**src/hdl/wgbb_pkg.sv**
```systemverilog
// ----------------------------------------------------------------------------
// wgbb_pkg
// Shared types, constants and helpers of the windowed Goertzel bin bank.
// ----------------------------------------------------------------------------
package wgbb_pkg;

   localparam int NUM_BINS_DEF  = 64;
   localparam int FRAME_LEN_DEF = 256;

   localparam int ACC_W   = 100;  // multiply-accumulate width
   localparam int MUL_A_W = 26;
   localparam int MUL_B_W = 33;
   localparam int PROD_W  = MUL_A_W + MUL_B_W;
   localparam int RAD_W   = 98;   // radicand of the magnitude square root
   localparam int ROOT_W  = 49;

   localparam logic [1:0] CMD_SAMPLE  = 2'd0;
   localparam logic [1:0] CMD_WINDOW  = 2'd1;
   localparam logic [1:0] CMD_TWIDDLE = 2'd2;

   localparam logic [1:0] SH_0  = 2'd0;
   localparam logic [1:0] SH_24 = 2'd1;
   localparam logic [1:0] SH_48 = 2'd2;

   localparam logic [31:0] GAIN_RST = 32'd16777216;

   typedef struct packed {
      logic [1:0]         cmd;
      logic [9:0]         index;
      logic signed [23:0] sample;
      logic [14:0]        window_weight;
      logic signed [31:0] cos_value;
      logic signed [31:0] sin_value;
   } req_word_type;

   typedef struct packed {
      logic [5:0]  bin;
      logic [15:0] magnitude;
      logic        last;
   } rsp_word_type;

   typedef struct packed {
      logic                      valid;
      logic signed [MUL_A_W-1:0] a;
      logic signed [MUL_B_W-1:0] b;
      logic [1:0]                shift;
   } mul_req_type;

   function automatic logic signed [47:0] sat48(input logic signed [51:0] v);
      logic signed [51:0] hi;
      logic signed [51:0] lo;
      hi = 52'sh0_7FFF_FFFF_FFFF;
      lo = -hi - 52'sd1;
      if (v > hi) return 48'sh7FFF_FFFF_FFFF;
      if (v < lo) return 48'sh8000_0000_0000;
      return v[47:0];
   endfunction

   function automatic logic [47:0] abs48(input logic signed [47:0] v);
      return v[47] ? 48'(-v) : 48'(v);
   endfunction

endpackage

```
**src/hdl/wgbb_mac.sv**
```systemverilog
// ----------------------------------------------------------------------------
// wgbb_mac
// Shared signed multiplier with a registered product and a shifting
// accumulator; the registered product is added into the accumulator register.
// ----------------------------------------------------------------------------
module wgbb_mac
   import wgbb_pkg::*;
(
   input  logic                    clock,
   input  logic                    reset,
   input  mul_req_type             mul_req,
   input  logic                    clear,
   input  logic signed [ACC_W-1:0] init,
   output logic signed [ACC_W-1:0] acc
);

   logic signed [PROD_W-1:0] prod_ff;
   logic [1:0]               shift_ff;
   logic                     pvalid_ff;
   logic signed [ACC_W-1:0]  acc_ff;
   logic signed [ACC_W-1:0]  acc_in;
   logic signed [ACC_W-1:0]  prod_ext;
   logic signed [ACC_W-1:0]  addend;

   always_comb begin
      prod_ext = ACC_W'(prod_ff);
      case (shift_ff)
         SH_0:    addend = prod_ext;
         SH_24:   addend = prod_ext <<< 24;
         SH_48:   addend = prod_ext <<< 48;
         default: addend = '0;
      endcase
      acc_in = (clear ? init : acc_ff) + (pvalid_ff ? addend : '0);
   end

   always_ff @(posedge clock) begin
      if (reset) begin
         pvalid_ff <= 1'b0;
      end else begin
         pvalid_ff <= mul_req.valid;
      end
      prod_ff  <= mul_req.a * mul_req.b;
      shift_ff <= mul_req.shift;
      acc_ff   <= acc_in;
   end

   assign acc = acc_ff;

endmodule

```
**config.mk**
```make
export PLATFORM = sky130hd
export DESIGN_NAME = wgbb_mac
export DESIGN_NICKNAME = d
export VERILOG_FILES = /design/src/hdl/wgbb_pkg.sv /design/src/hdl/wgbb_mac.sv
export SDC_FILE = /design/constraint.sdc
export NUM_CORES = 2
export LEC_CHECK = 0
export BUFFER_PORTS_ARGS = -buffer_cell sky130_fd_sc_hd__clkbuf_2
export CAP_MARGIN = 20
export CELL_PAD_IN_SITES_DETAIL_PLACEMENT = 0
export CELL_PAD_IN_SITES_GLOBAL_PLACEMENT = 1
export CORE_MARGIN = 2
export CORE_UTILIZATION = 30
export DETAILED_ROUTE_END_ITERATION = 10
export PLACE_DENSITY_LB_ADDON = 0.15
export SETUP_SLACK_MARGIN = 0.15
export SLEW_MARGIN = 30
export SYNTH_ARGS = -nofsm -noshare
export SYNTH_HDL_FRONTEND = slang
export SYNTH_SLANG_ARGS = --single-unit
```
**constraint.sdc**
```tcl
create_clock -name clock -period 8.2 [get_ports clock]
set_clock_uncertainty 0.15 [all_clocks]
set_input_delay 1.23 -clock clock [delete_from_list [all_inputs] [get_ports clock]]
set_output_delay 1.23 -clock clock [all_outputs]
set_load 0.02 [all_outputs]
```
Yosys cells after proc, flatten, opt, wreduce, memory -nomap -nowiden
Cells that the tools add are included.

Memories: 0. Flip-flop bits (word level): 162. Output and inout port bits: 100. Bits in writable memories: 0. Word-level logic and storage cells: 12. Input bits: 165. Bits in read-only memories: 0. Latch bits: 0.

Equal/unequal tests: 2. $mul: 1. Div/mod/pow operators: 0. Shift-type cells: 0. Reductions and logical operators: 1. Magnitude comparators: 0. Mux-type cells: 3. Add/sub/neg operators: 1. Bitwise logic cells: 0.

Operators with widths (number): $pmux 100 s3 (1); $mux 100 (2); $add 100x100->100 (1); $mul 26x33->59 (1); $eq 2x1->1 const B (1); $eq 2x2->1 const B (1); $logic_not 2->1 (1).

Depth between registers and ports, before layout
Depth in word-level cells: 4. Depth in mapped cells: 28. Depth with buffers taken out: 27.

Least setup slack after synthesis
No wires, ideal clock.

Path type: input to register. From: input port mul_req[15] (netlist name). To: register prod_ff[55]. Slack: 196 ps. Cell stages on the path: 28. Path buffers: 1. Arrival time: 7726 ps. Cells stage by stage: clkbuf_1 > nand2_1 > fa_1 > inv_1 > fa_1 > inv_1 > fa_1 > inv_1 > fa_1 > inv_1 > fa_1 > inv_1 > fa_1 > inv_1 > fa_1 > inv_1 > ha_1 > a21oi_1 > o21ai_0 > a21oi_1 > o21bai_1 > a211o_1 > o31ai_1 > a31oi_1 > a21o_1 > a311oi_1 > o221ai_1 > xor2_1.

Word-level cells in the longest chain between the ends: 1.

RTL lines: start: declaration (line wgbb_mac.sv:11) `input mul_req_type mul_req,`; $mul 26x33->59 (line wgbb_mac.sv:42) `prod_ff <= mul_req.a * mul_req.b;`; end signal: assignment (line wgbb_mac.sv:42); end: declaration (line wgbb_mac.sv:17) `logic signed [PROD_W-1:0] prod_ff;`.

No other way between the ends. A chain may end at the register's enable or synchronous reset.

Worst setup path after layout
From: input port mul_req[21] (netlist name). To: register prod_ff[54].

Same word-level chain as after synthesis.

==> results.toml <==
[setup_path]
path_depth = 26
r2r-start = "pvalid_ff$_SDFF_PP0_"
path_common_cell = "fa_1"
crit_path_max_incr_delay_ps = 600
crit_arrival_ps = 8020
crit_required_ps = 8410
end_kind = "flip-flop"
cp-start-kind = "input pin"
cp_num_buf_inv = 7
crit_slowest_cell = "fa_1"
reg2reg_slack_ps = 2720
worstPathMaxFanout = 7
path_delay_family = "adder cells"
endpoint = "prod_ff[54]$_DFF_P_"
startpoint = "mul_req[21]"
crit_type = "input pin to flip-flop"
reg2reg_depth = 16
regToRegEndpoint = "acc[71]$_DFF_P_"

[timing]
maxClockFrequency_mhz = 128
grt_setup_unrepaired = "true"
post-route-period-util = 0.952
finalHoldViolations = 0
drv_slew = 0
timing.final.setup_violations = 0
tightest_slew_ps = 891
relSlewSlack = 0.406
whs_ps = 459
min_period_ps = 7810

[logic_synthesis]
yosys.area_share.adder = 0.497
synthMuxAreaShare = 0.0295
seq_area_frac_synth = 0.0774
ys_warn_count = 0
yosys-top-cells-area = "fa_1 (42%), inv_1 (8.3%), dfxtp_1 (7.7%)"
netlist_area_mm2 = 0.0419
synth_nets = 6014
synthXorXnorAreaFrac = 0.0332
syn_avg_cell_area_um2 = 8.89
async_flop_share = 0
ys_ff_latch = 162
yosysTopAreaCellShare = 0.420
synth_edf_count = 0
synth_compound_area_frac = 0.0970
synth_area_leader_cell = "fa_1"
yosys.area_share.simple = 0.160
synth_top_flop_cell = "dfxtp_1"
netlist_instances = 4711
synth.distinct_cells = 88
synth_top_family_by_area = "adder cells"

[clock_network]
holdBufCountCts = 0
clkTransAtPathRegs_ps = 70
cts_root_buffer = "clkbuf_16"
clk_latency_ps = 470
cts.sinks = 162
htree_levels = 4
tritoncts = "yes"
cts_made_buffers = 17
clock_path_buffers = 2

[grt]
grt_pass1_wl_um = 217000
grt_start_max_net_pins = 55
grt_util_all_layers = 0.201
grt_pass1_vias = 34700
gr-total-overflow = 0
antenna_found_initial = 2

[placed_design]
dp_hpwl_um = 126000
port_buffers = 264
gp_congestion = 0.882

[floorplan]
die_w_um = 378
dieArea_mm2 = 0.143
core.rowCount = 137
die_h_um = 378
core_area_mm2 = 0.139
initial_utilization = 0.301
ios = 265

[route]
wirelength_um = 141000
firstDrtPassIters = 5
wl_per_cell_um = 20.0
ant_nets = 0
vias_per_cell = 4.59
drc_errors = 0
num_vias = 32300
first_iter_violations = 1692

[final_layout]
final_common_cell = "inv_1"
layout_common_cells = "inv_1 (923), fa_1 (873), nand2_1 (605), and2_1 (426), buf_4 (357)"
fill_cells = 14600
syn2layout_area_growth_pct = 16.0
seqCellArea_mm2 = 0.00324
multiInputGateArea_mm2 = 0.0344
drive_gt1_frac = 0.164
fin_nets = 6453

[hold_path]
hold_path_class = "flip-flop to flip-flop"

[run_status]
status = "completed"

[run]
maxCapViolCount = 0
cell families (layout without fill, tap and decap cells):
family                     count (synthesis)  after routing
xor gates and xnor gates                 159            159
AOI/OAI and AO/OA                        635            635
adders and majority gates               1138           1138
muxes                                    111            111
DFF                                      162            162
buffers and inverters                   1154           1606
other                                      0              1
and+or+nand+nor                         1352           1352
state kept, by name, summed over array words and instances, names as in the netlist:
register	flops
pvalid_ff	1
shift_ff	2
prod_ff	59
acc	100
synthesized netlist by cell type (24+ instances only):
| cell | n |
|---|---|
| fa_1 | 879 |
| mux2_2 | 98 |
| nand3_1 | 26 |
| a22o_1 | 24 |
| a21oi_1 | 237 |
| nand2b_1 | 26 |
| and2_1 | 426 |
| nor2_1 | 100 |
| xor2_1 | 49 |
| dfxtp_1 | 162 |
| o21bai_1 | 49 |
| nand4_1 | 38 |
| a21o_1 | 73 |
| nor2b_1 | 42 |
| nand2_1 | 605 |
| inv_1 | 924 |
| xnor2_1 | 110 |
| ha_1 | 259 |
| clkbuf_1 | 210 |
| nor3_1 | 27 |
| o21ai_0 | 102 |
routing by layer:
layer / GRT usage / vias up / part of all wire
met4: 0.0403 / 0 / 0.017
met3: 0.0183 / 82 / 0.040
met1: 0.297 / 16300 / 0.50
met5: 0 / - / 0
li1: - / 15300 / -
met2: 0.320 / 642 / 0.44
tightest hold or removal path: cells and delay by family (launching register included):
family                   cells  cell delay, ps
flip-flops                   1             320
multiplexers                 1             150
adder cells (fa/ha/maj)      1             110
worst min path at each step:
stage | from | endpoint | slack [ps] | depth (start not counted)
2_1_floorplan | prod_ff[0]$_DFF_P_ | acc[0]$_DFF_P_ | 430 | 2
3_3_place_gp | acc[0]$_DFF_P_ | acc[0]$_DFF_P_ | 440 | 2
3_5_place_dp | acc[0]$_DFF_P_ | acc[0]$_DFF_P_ | 450 | 2
4_1_cts | acc[0]$_DFF_P_ | acc[0]$_DFF_P_ | 470 | 2
5_1_grt | acc[0]$_DFF_P_ | acc[0]$_DFF_P_ | 490 | 2
6_report | acc[0]$_DFF_P_ | acc[0]$_DFF_P_ | 460 | 2
repair_timing:
item                       in CTS  in global routing
pin swaps                       0                 18
setup endpoints to repair       4                 13
setup buffers                   0                  2
gates resized for setup         2                 54
area by class of cell:
type	count	share of cell area
clock buffer	18	0.00904
inverter	924	0.0714
timing repair buffer	650	0.0943
clock inverter	14	0.00324
antenna	1	0.0000515
multi-input combinational	3395	0.707
sequential	162	0.0668
tap	1876	0.0483
metrics by stage:
step            util  area (µm²)  setup TNS [ps]  cells  worst slack (ps)
2_1_floorplan      -       41900               0   4711               196
3_3_place_gp   0.344       47800           -2880   7005              -353
3_5_place_dp   0.344       47800           -3470   7005              -418
4_1_cts        0.348       48400               0   7037               152
5_1_grt        0.350       48600               0   7039              96.2
6_report       0.350       48600               0   7040               391
Power is left out: the tool's default activity adds up to more than one toggle a clock period on the data nets, which glitch-free logic cannot reach.
