--- src/hdl/wgbb_pkg.sv ---
// ----------------------------------------------------------------------------
// wgbb_pkg
// Shared types, constants and helpers of the windowed Goertzel bin bank.
// ----------------------------------------------------------------------------
package wgbb_pkg;

   localparam int NUM_BINS_DEF  = 64;
   localparam int FRAME_LEN_DEF = 256;

   localparam int ACC_W   = 100;  // multiply-accumulate width
   localparam int MUL_A_W = 26;
   localparam int MUL_B_W = 33;
   localparam int PROD_W  = MUL_A_W + MUL_B_W;
   localparam int RAD_W   = 98;   // radicand of the magnitude square root
   localparam int ROOT_W  = 49;

   localparam logic [1:0] CMD_SAMPLE  = 2'd0;
   localparam logic [1:0] CMD_WINDOW  = 2'd1;
   localparam logic [1:0] CMD_TWIDDLE = 2'd2;

   localparam logic [1:0] SH_0  = 2'd0;
   localparam logic [1:0] SH_24 = 2'd1;
   localparam logic [1:0] SH_48 = 2'd2;

   localparam logic [31:0] GAIN_RST = 32'd16777216;

   typedef struct packed {
      logic [1:0]         cmd;
      logic [9:0]         index;
      logic signed [23:0] sample;
      logic [14:0]        window_weight;
      logic signed [31:0] cos_value;
      logic signed [31:0] sin_value;
   } req_word_type;

   typedef struct packed {
      logic [5:0]  bin;
      logic [15:0] magnitude;
      logic        last;
   } rsp_word_type;

   typedef struct packed {
      logic                      valid;
      logic signed [MUL_A_W-1:0] a;
      logic signed [MUL_B_W-1:0] b;
      logic [1:0]                shift;
   } mul_req_type;

   function automatic logic signed [47:0] sat48(input logic signed [51:0] v);
      logic signed [51:0] hi;
      logic signed [51:0] lo;
      hi = 52'sh0_7FFF_FFFF_FFFF;
      lo = -hi - 52'sd1;
      if (v > hi) return 48'sh7FFF_FFFF_FFFF;
      if (v < lo) return 48'sh8000_0000_0000;
      return v[47:0];
   endfunction

   function automatic logic [47:0] abs48(input logic signed [47:0] v);
      return v[47] ? 48'(-v) : 48'(v);
   endfunction

endpackage

--- src/hdl/wgbb_sqrt.sv ---
// ----------------------------------------------------------------------------
// wgbb_sqrt
// Integer square root, one result bit per cycle (restoring, two radicand
// bits shifted in per step).
// ----------------------------------------------------------------------------
module wgbb_sqrt
   import wgbb_pkg::*;
(
   input  logic              clock,
   input  logic              reset,
   input  logic              start,
   input  logic [RAD_W-1:0]  radicand,
   output logic [ROOT_W-1:0] root,
   output logic              done
);

   localparam int REM_W = ROOT_W + 3;
   localparam int CNT_W = $clog2(ROOT_W + 1);

   logic [RAD_W-1:0]  rad_ff;
   logic [REM_W-1:0]  rem_ff, rem_in, rem2, trial;
   logic [ROOT_W-1:0] root_ff, root_in;
   logic [CNT_W-1:0]  cnt_ff;
   logic              run_ff, done_ff;

   always_comb begin
      rem2  = {rem_ff[REM_W-3:0], rad_ff[RAD_W-1 -: 2]};
      trial = {1'b0, root_ff, 2'b01};
      if (rem2 >= trial) begin
         rem_in  = rem2 - trial;
         root_in = {root_ff[ROOT_W-2:0], 1'b1};
      end else begin
         rem_in  = rem2;
         root_in = {root_ff[ROOT_W-2:0], 1'b0};
      end
   end

   always_ff @(posedge clock) begin
      if (reset) begin
         run_ff  <= 1'b0;
         done_ff <= 1'b0;
         cnt_ff  <= '0;
      end else begin
         done_ff <= 1'b0;
         if (start) begin
            run_ff <= 1'b1;
            cnt_ff <= CNT_W'(ROOT_W);
         end else if (run_ff) begin
            cnt_ff <= cnt_ff - CNT_W'(1);
            if (cnt_ff == CNT_W'(1)) begin
               run_ff  <= 1'b0;
               done_ff <= 1'b1;
            end
         end
      end
      if (start) begin
         rad_ff  <= radicand;
         rem_ff  <= '0;
         root_ff <= '0;
      end else if (run_ff) begin
         rad_ff  <= rad_ff << 2;
         rem_ff  <= rem_in;
         root_ff <= root_in;
      end
   end

   assign root = root_ff;
   assign done = done_ff;

endmodule

--- config.mk ---
export PLATFORM = sky130hd
export DESIGN_NAME = wgbb_sqrt
export DESIGN_NICKNAME = d
export VERILOG_FILES = /design/src/hdl/wgbb_pkg.sv /design/src/hdl/wgbb_sqrt.sv
export SDC_FILE = /design/constraint.sdc
export NUM_CORES = 1
export LEC_CHECK = 0
export ABC_AREA = 1
export ABC_CLOCK_PERIOD_IN_PS = 5600
export BUFFER_PORTS_ARGS = -buffer_cell sky130_fd_sc_hd__buf_2
export CORE_UTILIZATION = 50
export CTS_CLUSTER_SIZE = 8
export DETAILED_ROUTE_END_ITERATION = 10
export HOLD_SLACK_MARGIN = 0.1
export PLACE_DENSITY = 0.7
export RECOVER_POWER = 100
export SYNTH_ARGS = -nofsm -noshare
export SYNTH_HDL_FRONTEND = slang
export SYNTH_SLANG_ARGS = --single-unit
--- constraint.sdc ---
create_clock -name clock -period 5.6 [get_ports clock]
set_clock_uncertainty 0.05 [all_clocks]
set_input_delay 0.28 -clock clock [delete_from_list [all_inputs] [get_ports clock]]
set_output_delay 0.28 -clock clock [all_outputs]
set_load 0.02 [all_outputs]
; ---- Yosys cells after proc, flatten, opt, wreduce, memory -nomap -nowiden
; Index checks and enable logic that the tools add are counted.
[word_totals]
regBits = 205
word_cells = 25
inputBits = 101
[op_classes]
order_cmp = 1
eq_ne = 1
addsub = 2
bitwise_logic = 1
n_reduce_logical = 3
n_mux = 10
[op_table]
columns = op, n
row1 = two-way mux 98 bit, 2
row2 = greater-or-equal comparator 52 x 51 -> 1 bit, 1
row3 = two-way mux 50 bit, 1
row4 = subtractor 50 bit, 1
row5 = two-way mux 6 bit, 2
row6 = "equality test 6 x 1 -> 1 bit, second input constant", 1
row7 = "subtractor 6 x 1 -> 6 bit, second input constant", 1
row8 = two-way mux 1 bit, 5
row9 = OR reduction 3 bit, 1
row10 = nonzero test 2 bit, 1
row11 = OR reduction 2 bit, 1
row12 = inverter 1 bit, 1

; ---- Depth between registers and ports, before layout
; Gate-level depths: netlist of the first run.
[logic_depth]
depth_word = 4
ltp_mapped = 18
ltp_nobuf = 18

; ---- Worst setup path after synthesis of the first run
; No wires, ideal clock.
[synth_timing]
kind = input to register
startpoint = in start
endpoint = reg rad_ff[0], enable pin
slack_ns = 1.382
required_time_ns = 5.049
path_stages = 4
arrival_time_ns = 3.667
cell_sequence = clkbuf_1 nor2_1 clkinv_1 clkbuf_1
[synth_via]
elab_chain_len = 1
[synth_lines]
columns = item, line_no
row1 = from (decl), wgbb_sqrt.sv:11  ; input logic start,
row2 = nonzero test 2 bit (no source line), -
row3 = to (signal assigned), wgbb_sqrt.sv:57  ; rad_ff <= radicand;
row4 = to (signal assigned), wgbb_sqrt.sv:61  ; rad_ff <= rad_ff << 2;
row5 = to (decl), wgbb_sqrt.sv:20  ; logic [RAD_W-1:0] rad_ff;
; No other way between the ends.
; A chain may end at the register's enable or synchronous reset.

==> impl_summary.log, run 1 <==
[metrics] run status: finished, violations left
[metrics] failing checks: capacitance limit, slew limit
[metrics] number of vias per cell after detailed routing: 5.10
[metrics] number of library cell types mapped by synthesis: 42
[metrics] pin count of the biggest net entering global routing: 113
[metrics] Placeable Area: 25300 sq um
[metrics] area of combinational cells with multiple inputs: 6140 sq um
[metrics] peak clock frequency supported by timing: 241 MHz
[metrics] max-cap viol count: 2
[metrics] Post-synth top flop: sky130_fd_sc_hd__dfxtp_1
[metrics] total placed cells including tap cells: 2299
[metrics] accumulated negative setup slack: 0 ns
[metrics] share of cell area taken by muxes after synthesis: 0%
[metrics] number of nets in the synthesized netlist: 2071
[metrics] slack of the critical path: 1.45 ns
[metrics] reg-to-reg startpoint: run_ff
[metrics] synthesis-to-layout area growth: 18.6%
[metrics] destination of the worst hold path: rem_ff[47]
[metrics] CP Data Arrival Time: 4.57 ns
[metrics] Total Die Area: 26600 sq um
[metrics] DR WL/cell: 15.4 um
[metrics] count of buffers from port buffering: 150
[metrics] number of flops mapped to enable cells by yosys: 98
[metrics] RD Place Congestion: 1.03
[metrics] transition time at the pin with the least slew margin: 2.27 ns
[metrics] most frequent cells in the layout: sky130_fd_sc_hd__nand2_1, sky130_fd_sc_hd__inv_1, sky130_fd_sc_hd__nor2_1
[metrics] clock edge transition at the registers on the reported setup and hold paths: 0.05 ns
[metrics] number of buffers inserted for hold repair after clock tree synthesis: 99
[metrics] cell depth of the worst hold path: 2
[metrics] Skew-Pair Late Insertion Delay: 0.58 ns
[metrics] peak per-stage delay on the critical path: 1.80 ns
[metrics] Root Driver: sky130_fd_sc_hd__clkbuf_16
[metrics] DRT iter0 DRCs: 967
[metrics] critical path class: reg -> reg
[metrics] adder-cell share of the synthesized area: 5.12%
[metrics] worst setup timing slack at the placement stage: 2.12 ns
[metrics] die extent in x: 163 um
[metrics] number of non-filler instances in the completed layout: 2450
[metrics] unrepaired setup endpoints after global routing: false
[metrics] critical path capture point type: flip-flop
[metrics] Ports: 151
[metrics] gr ovfl total: 0
[metrics] net count reported at finish: 2254
[metrics] maximum clock path buffer count: 3
[metrics] largest fanout on the critical path: 112
[metrics] storage element area: 5080 sq um
[metrics] Min-Delay Path Class: in -> reg
[metrics] met2 GRT Util: 47.9%
[metrics] final setup violation count: 0
[metrics] vias in the first global route: 12063
[metrics] met1 usage: 36.6%
[metrics] worst path cell trace: nor2_2, buf_4, clkinvlp_4, clkbuf_2, o22ai_1
[metrics] post-synthesis share of cell area spent on xor and xnor gates: 1.69%
[metrics] Crit-path slowest cell: sky130_fd_sc_hd__clkinvlp_4
[metrics] count of standard-cell rows: 58
[metrics] Resized Gates After CTS: 0
[metrics] HPWL reported at the end of detailed placement: 25100 um
[metrics] TritonCTS clock tree: built
[metrics] Avg Cell Area, Syn: 6.76 sq um
[metrics] Inserted Clock Buffers: 30
[metrics] end of the worst register-to-register path: root[26]
[metrics] number of vias after detailed routing: 12483
[metrics] synthesized flop and latch total: 205
[metrics] number of warnings printed during yosys synthesis: 0
[metrics] clock period minus worst slack: 4.15 ns
[metrics] relative max-transition margin: -51.3%
[metrics] share of flip-flops with an asynchronous set or reset after synthesis: 0%
[metrics] post-detailed-route count of antenna-violating nets: 0
[metrics] Post-Synth Simple-Gate Area: 34.1%
[metrics] most common cell after layout, fill and taps aside: sky130_fd_sc_hd__nand2_1
[metrics] main combinational cell family by area after synthesis: simple AND/OR/NAND/NOR gates
[metrics] proportion of layout cells with a drive suffix above 1: 7.92%
[metrics] GRT met3 Usage: 5.14%
[metrics] Post-CTS Setup Repair Bufs: 0
[metrics] H-tree level count: 1
[metrics] worst setup slack for register-to-register paths: 1.45 ns
[metrics] final wirelength: 37800 um
[metrics] required time of the critical path: 6.02 ns
[metrics] number of fillers in the final layout: 2332
[metrics] worst reg-to-reg path cell count: 5
[metrics] final hold vios: 0
[metrics] number of buffers and inverters on the critical path: 3
[metrics] y dimension of the die: 163 um
[metrics] busiest layer in global routing: met2
[metrics] share of the clock period used by the worst path after layout: 74.1%
[metrics] fraction of the mapped netlist area in compound gates: 6.45%
[metrics] top cell family by delay on the critical path: buffers and inverters
[metrics] count of inserted antenna diode cells: 0
[metrics] Sinks on Clock Net: 205
[metrics] cell area after synthesis: 13000 sq um
[metrics] Max Transition Viols Final: 175
[metrics] number of antenna violations at the first check in global routing: 0
[metrics] sequential cell area fraction in the yosys report: 39.2%
[metrics] startpoint kind of the worst setup timing path: flip-flop
[metrics] DRC violations left: 0
[metrics] Post-Synthesis Cells: 1917
[metrics] worst min-delay path startpoint: start
[metrics] overall global routing resource usage: 28.7%
[metrics] First-pass DRT Iterations: 6
[metrics] first-pass GRT wire length: 60300 um
[metrics] Initial Utilization: 51.2%
## synthesized netlist by cell type, drive strengths merged (2+ instances only)
library cell / number / area (sq um)
xnor2: 17 / 149
nor4: 2 / 12.5
clkbuf: 39 / 146
ha: 53 / 663
nand2: 805 / 3040
nor3: 4 / 20.0
o211ai: 6 / 45.0
a21oi: 41 / 209
and2: 3 / 18.8
nor2: 133 / 544
dfxtp: 107 / 2140
nand3: 96 / 498
xor2: 8 / 70.1
inv: 297 / 1110
o21ai: 28 / 140
edfxtp: 98 / 2940
o21bai: 10 / 75.1
a211oi: 2 / 15.0
or2: 9 / 56.3
o22ai: 49 / 307
buf: 66 / 469
nand4: 35 / 219
a31oi: 3 / 18.8
## logic make-up after synthesis
family / count (synthesis)
AOI/OAI and AO/OA: 142
xor gates and xnor gates: 25
adders and majority gates: 53
buffers and inverters: 403
DFF: 205
and+or+nand+nor: 1089
## sequential cells by signal, indices dropped and copies added, names as in the netlist
name	cells
rad_ff	98
root	49
done	1
rem_ff	50
run_ff	1
cnt_ff	6
## routing by layer
layer | up-vias | wire length (um)
met5 | - | 0
met4 | 0 | 1460
met3 | 92 | 2650
met2 | 456 | 17500
met1 | 5642 | 16200
li1 | 6293 | -
## through the flow
step                hold slack [ns]  utilization, %  instance area (sq um)
floorplan                     0.299               -                  13000
global placement              0.401            53.6                  13600
detailed placement            0.403            53.6                  13600
CTS                           0.331            61.0                  15400
global route                  0.390            60.7                  15400
finish                        0.346            60.7                  15400
## area by class of cell
type	instances	area share, %
clock buffers	50	5.44
flip-flops and latches	205	33.1
well taps	330	2.69
inverters	298	7.31
clock inverters	2	0.252
repair buffers	256	11.3
multi-input cells	1309	40.0
## worst max-delay path by stage
| stage | depth (start not counted) | slack (ns) | end | startpoint |
|---|---|---|---|---|
| floorplan | 4 | 1.38 | rad_ff[0] | start |
| CTS | 14 | 2.11 | rem_ff[14] | root[25] |
| global route | 5 | 1.06 | root[26] | run_ff |
| finish | 5 | 1.45 | root[26] | run_ff |
| global placement | 14 | 2.19 | root[0] | root[25] |
| detailed placement | 14 | 2.12 | rem_ff[1] | root[25] |
Power of run 1 is left out: the tool's default activity adds up to more than one toggle a clock period on the data nets, which glitch-free logic cannot reach.
==> run 2, diff against run 1 <==
- ABC_CLOCK_PERIOD_IN_PS: 5600 -> 3500
- PLACE_DENSITY: 0.7 -> 0.73
- clock period: 5.6 -> 3.5 ns (I/O delays scaled with it)
==> impl_summary.log, run 2 (same netlist as run 1, synthesis figures left out) <==
[metrics] HPWL reported at the end of detailed placement: 26500 um (was 25100 um)
[metrics] total met3 wirelength after detailed routing: 2700 um (was 2650 um)
[metrics] Total Die Area: 26600 sq um (unchanged)
[metrics] unrepaired setup endpoints after global routing: false (unchanged)
[metrics] top cell family by delay on the critical path: buffers and inverters (unchanged)
[metrics] Skew-Pair Late Insertion Delay: 0.57 ns (was 0.58 ns)
[metrics] required time of the critical path: 3.88 ns (was 6.02 ns)
[metrics] y dimension of the die: 163 um (unchanged)
[metrics] TritonCTS clock tree: built (unchanged)
[metrics] reg-to-reg startpoint: root[45] (was run_ff)
[metrics] register ranked first by flip-flop count: rad_ff (unchanged)
[metrics] total number of cells along the worst setup path: 6 (was 5)
[metrics] Critical Path Source: start (was run_ff)
[metrics] overall global routing resource usage: 30.9% (was 28.7%)
[metrics] count of buffers from port buffering: 150 (unchanged)
[metrics] synthesis-to-layout area growth: 19.8% (was 18.6%)
[metrics] most frequent cells in the layout: sky130_fd_sc_hd__nand2_1, sky130_fd_sc_hd__inv_1, sky130_fd_sc_hd__nor2_1 (unchanged)
[metrics] proportion of layout cells with a drive suffix above 1: 8.19% (was 7.92%)
[metrics] critical path capture point type: flip-flop (unchanged)
[metrics] count of inserted antenna diode cells: 0 (unchanged)
[metrics] transition time at the pin with the least slew margin: 1.31 ns (was 2.27 ns)
[metrics] peak clock frequency supported by timing: 332 MHz
[metrics] DRT iter0 DRCs: 1012 (was 967)
[metrics] CP Data Arrival Time: 3.40 ns (was 4.57 ns)
[metrics] top sig layer: met4 (unchanged)
[metrics] end of the worst register-to-register path: rem_ff[43] (was root[26])
[metrics] startpoint kind of the worst setup timing path: input pin (was flip-flop)
[metrics] clock period minus worst slack: 3.01 ns
[metrics] DRC violations left: 0 (unchanged)
[metrics] Crit-path slowest cell: sky130_fd_sc_hd__clkbuf_1 (was sky130_fd_sc_hd__clkinvlp_4)
[metrics] largest fanout on the critical path: 62 (was 112)
[metrics] net count reported at finish: 2277 (was 2254)
[metrics] gr ovfl total: 0 (unchanged)
[metrics] First-pass DRT Iterations: 6 (unchanged)
[metrics] max FFs per register: 98 (unchanged)
[metrics] worst reg-to-reg path cell count: 11 (was 5)
[metrics] met2 wire length: 19800 um (was 17500 um)
[metrics] die extent in x: 163 um (unchanged)
[metrics] worst path cell trace: dlygate4sd3_1, clkbuf_1, clkbuf_1, buf_4, nand2_1, nand2_1 (was nor2_2, buf_4, clkinvlp_4, clkbuf_2, o22ai_1)
[metrics] worst min-delay path startpoint: reset (was start)
[metrics] DR WL/cell: 16.5 um (was 15.4 um)
[metrics] vias in the first global route: 12499 (was 12063)
[metrics] Max Transition Viols Final: 0 (was 175)
[metrics] capturing instance or port of the critical path: rad_ff[35] (was root[26])
[metrics] cell depth of the worst hold path: 3 (was 2)
[metrics] final wirelength: 40700 um (was 37800 um)
[metrics] summed area of non-filler cells in the final layout: 15500 sq um (was 15400 sq um)
[metrics] Initial Utilization: 51.2% (unchanged)
[metrics] H-tree level count: 1 (unchanged)
[metrics] most common cell after layout, fill and taps aside: sky130_fd_sc_hd__nand2_1 (unchanged)
[metrics] number of vias after detailed routing: 12830 (was 12483)
[metrics] Root Driver: sky130_fd_sc_hd__clkbuf_16 (unchanged)
[metrics] first-pass GRT wire length: 64400 um (was 60300 um)
[metrics] Placeable Area: 25300 sq um (unchanged)
[metrics] Ports: 151 (unchanged)
[metrics] Inserted Clock Buffers: 29 (was 30)
[metrics] number of vias per cell after detailed routing: 5.20 (was 5.10)
[metrics] pin count of the biggest net entering global routing: 72 (was 113)
[metrics] final hold vios: 0 (unchanged)
[metrics] Sinks on Clock Net: 205 (unchanged)
[metrics] max-cap viol count: 0 (was 2)
[metrics] post-detailed-route count of antenna-violating nets: 0 (unchanged)
[metrics] relative max-transition margin: 12.7% (was -51.3%)
[metrics] Resized Gates After CTS: 0 (unchanged)
[metrics] peak per-stage delay on the critical path: 1.03 ns (was 1.80 ns)
[metrics] Met1 Routed Length: 17100 um (was 16200 um)
[metrics] number of antenna violations at the first check in global routing: 0 (unchanged)
[metrics] critical path class: in -> reg (was reg -> reg)
[metrics] count of standard-cell rows: 58 (unchanged)
[metrics] final setup violation count: 0 (unchanged)
[metrics] Min-Delay Path Class: in -> reg (unchanged)
[metrics] share of the clock period used by the worst path after layout: 86.1%
[metrics] Post-DP Area: 13700 sq um (was 13600 sq um)
[metrics] maximum clock path buffer count: 3 (unchanged)
[metrics] number of buffers and inverters on the critical path: 4 (was 3)
[metrics] worst setup slack for register-to-register paths: 0.49 ns (was 1.45 ns)
[metrics] run status: finished, final reports clean (was finished, violations left)
[metrics] clock edge transition at the registers on the reported setup and hold paths: 0.06 ns (was 0.05 ns)
[metrics] RD Place Congestion: 1.02 (was 1.03)
[metrics] accumulated negative setup slack: 0 ns (unchanged)
[run 2: layout make-up]
class	count	area, sq um
flip-flops and latches	205	5080
clock inverters	1	20.0
well taps	330	413
fillers	2318	9800
repair buffers	279	1940
inverters	298	1120
clock buffers	45	796
multi-input cells	1310	6150
[run 2: worst min-delay path by stage]
stage	end	slack, ns
final	run_ff	0.36
after global routing	run_ff	0.35
after CTS	cnt_ff[4]	0.31
after detailed placement	cnt_ff[4]	0.33
after global placement	cnt_ff[4]	0.32
after floorplan	cnt_ff[4]	0.19
[run 2: worst min-delay path: stages]
cell	delay, ns
sky130_fd_sc_hd__dlygate4sd3_1	0.56
sky130_fd_sc_hd__buf_2	0.14
sky130_fd_sc_hd__a211oi_1	0.05
[run 2: layer usage]
metal  vias up  track usage [%]
met5         -                0
met4         0             9.01
li1       6343                -
met2       483             54.7
met1      5910             38.4
met3        94             4.76
[run 2: timing repair]
item / CTS / global route
endpoints found under the hold margin: 108 / 0
endpoints found under the setup margin: 0 / 5
hold buffers: 111 / 0
buffers inserted: 0 / 3
[run 2: through the flow]
stage / util [%] / setup WS [ns] / instances / hold WS [ns]
2_1_floorplan: - / 0.953 / 1917 / 0.194
5_1_grt: 61.3 / 0.208 / 2468 / 0.354
3_5_place_dp: 54.0 / 0.202 / 2307 / 0.334
3_3_place_gp: 54.0 / 0.240 / 2307 / 0.324
6_report: 61.3 / 0.485 / 2468 / 0.360
4_1_cts: 61.6 / 0.180 / 2464 / 0.313
Power of run 2 is left out for the same reason.
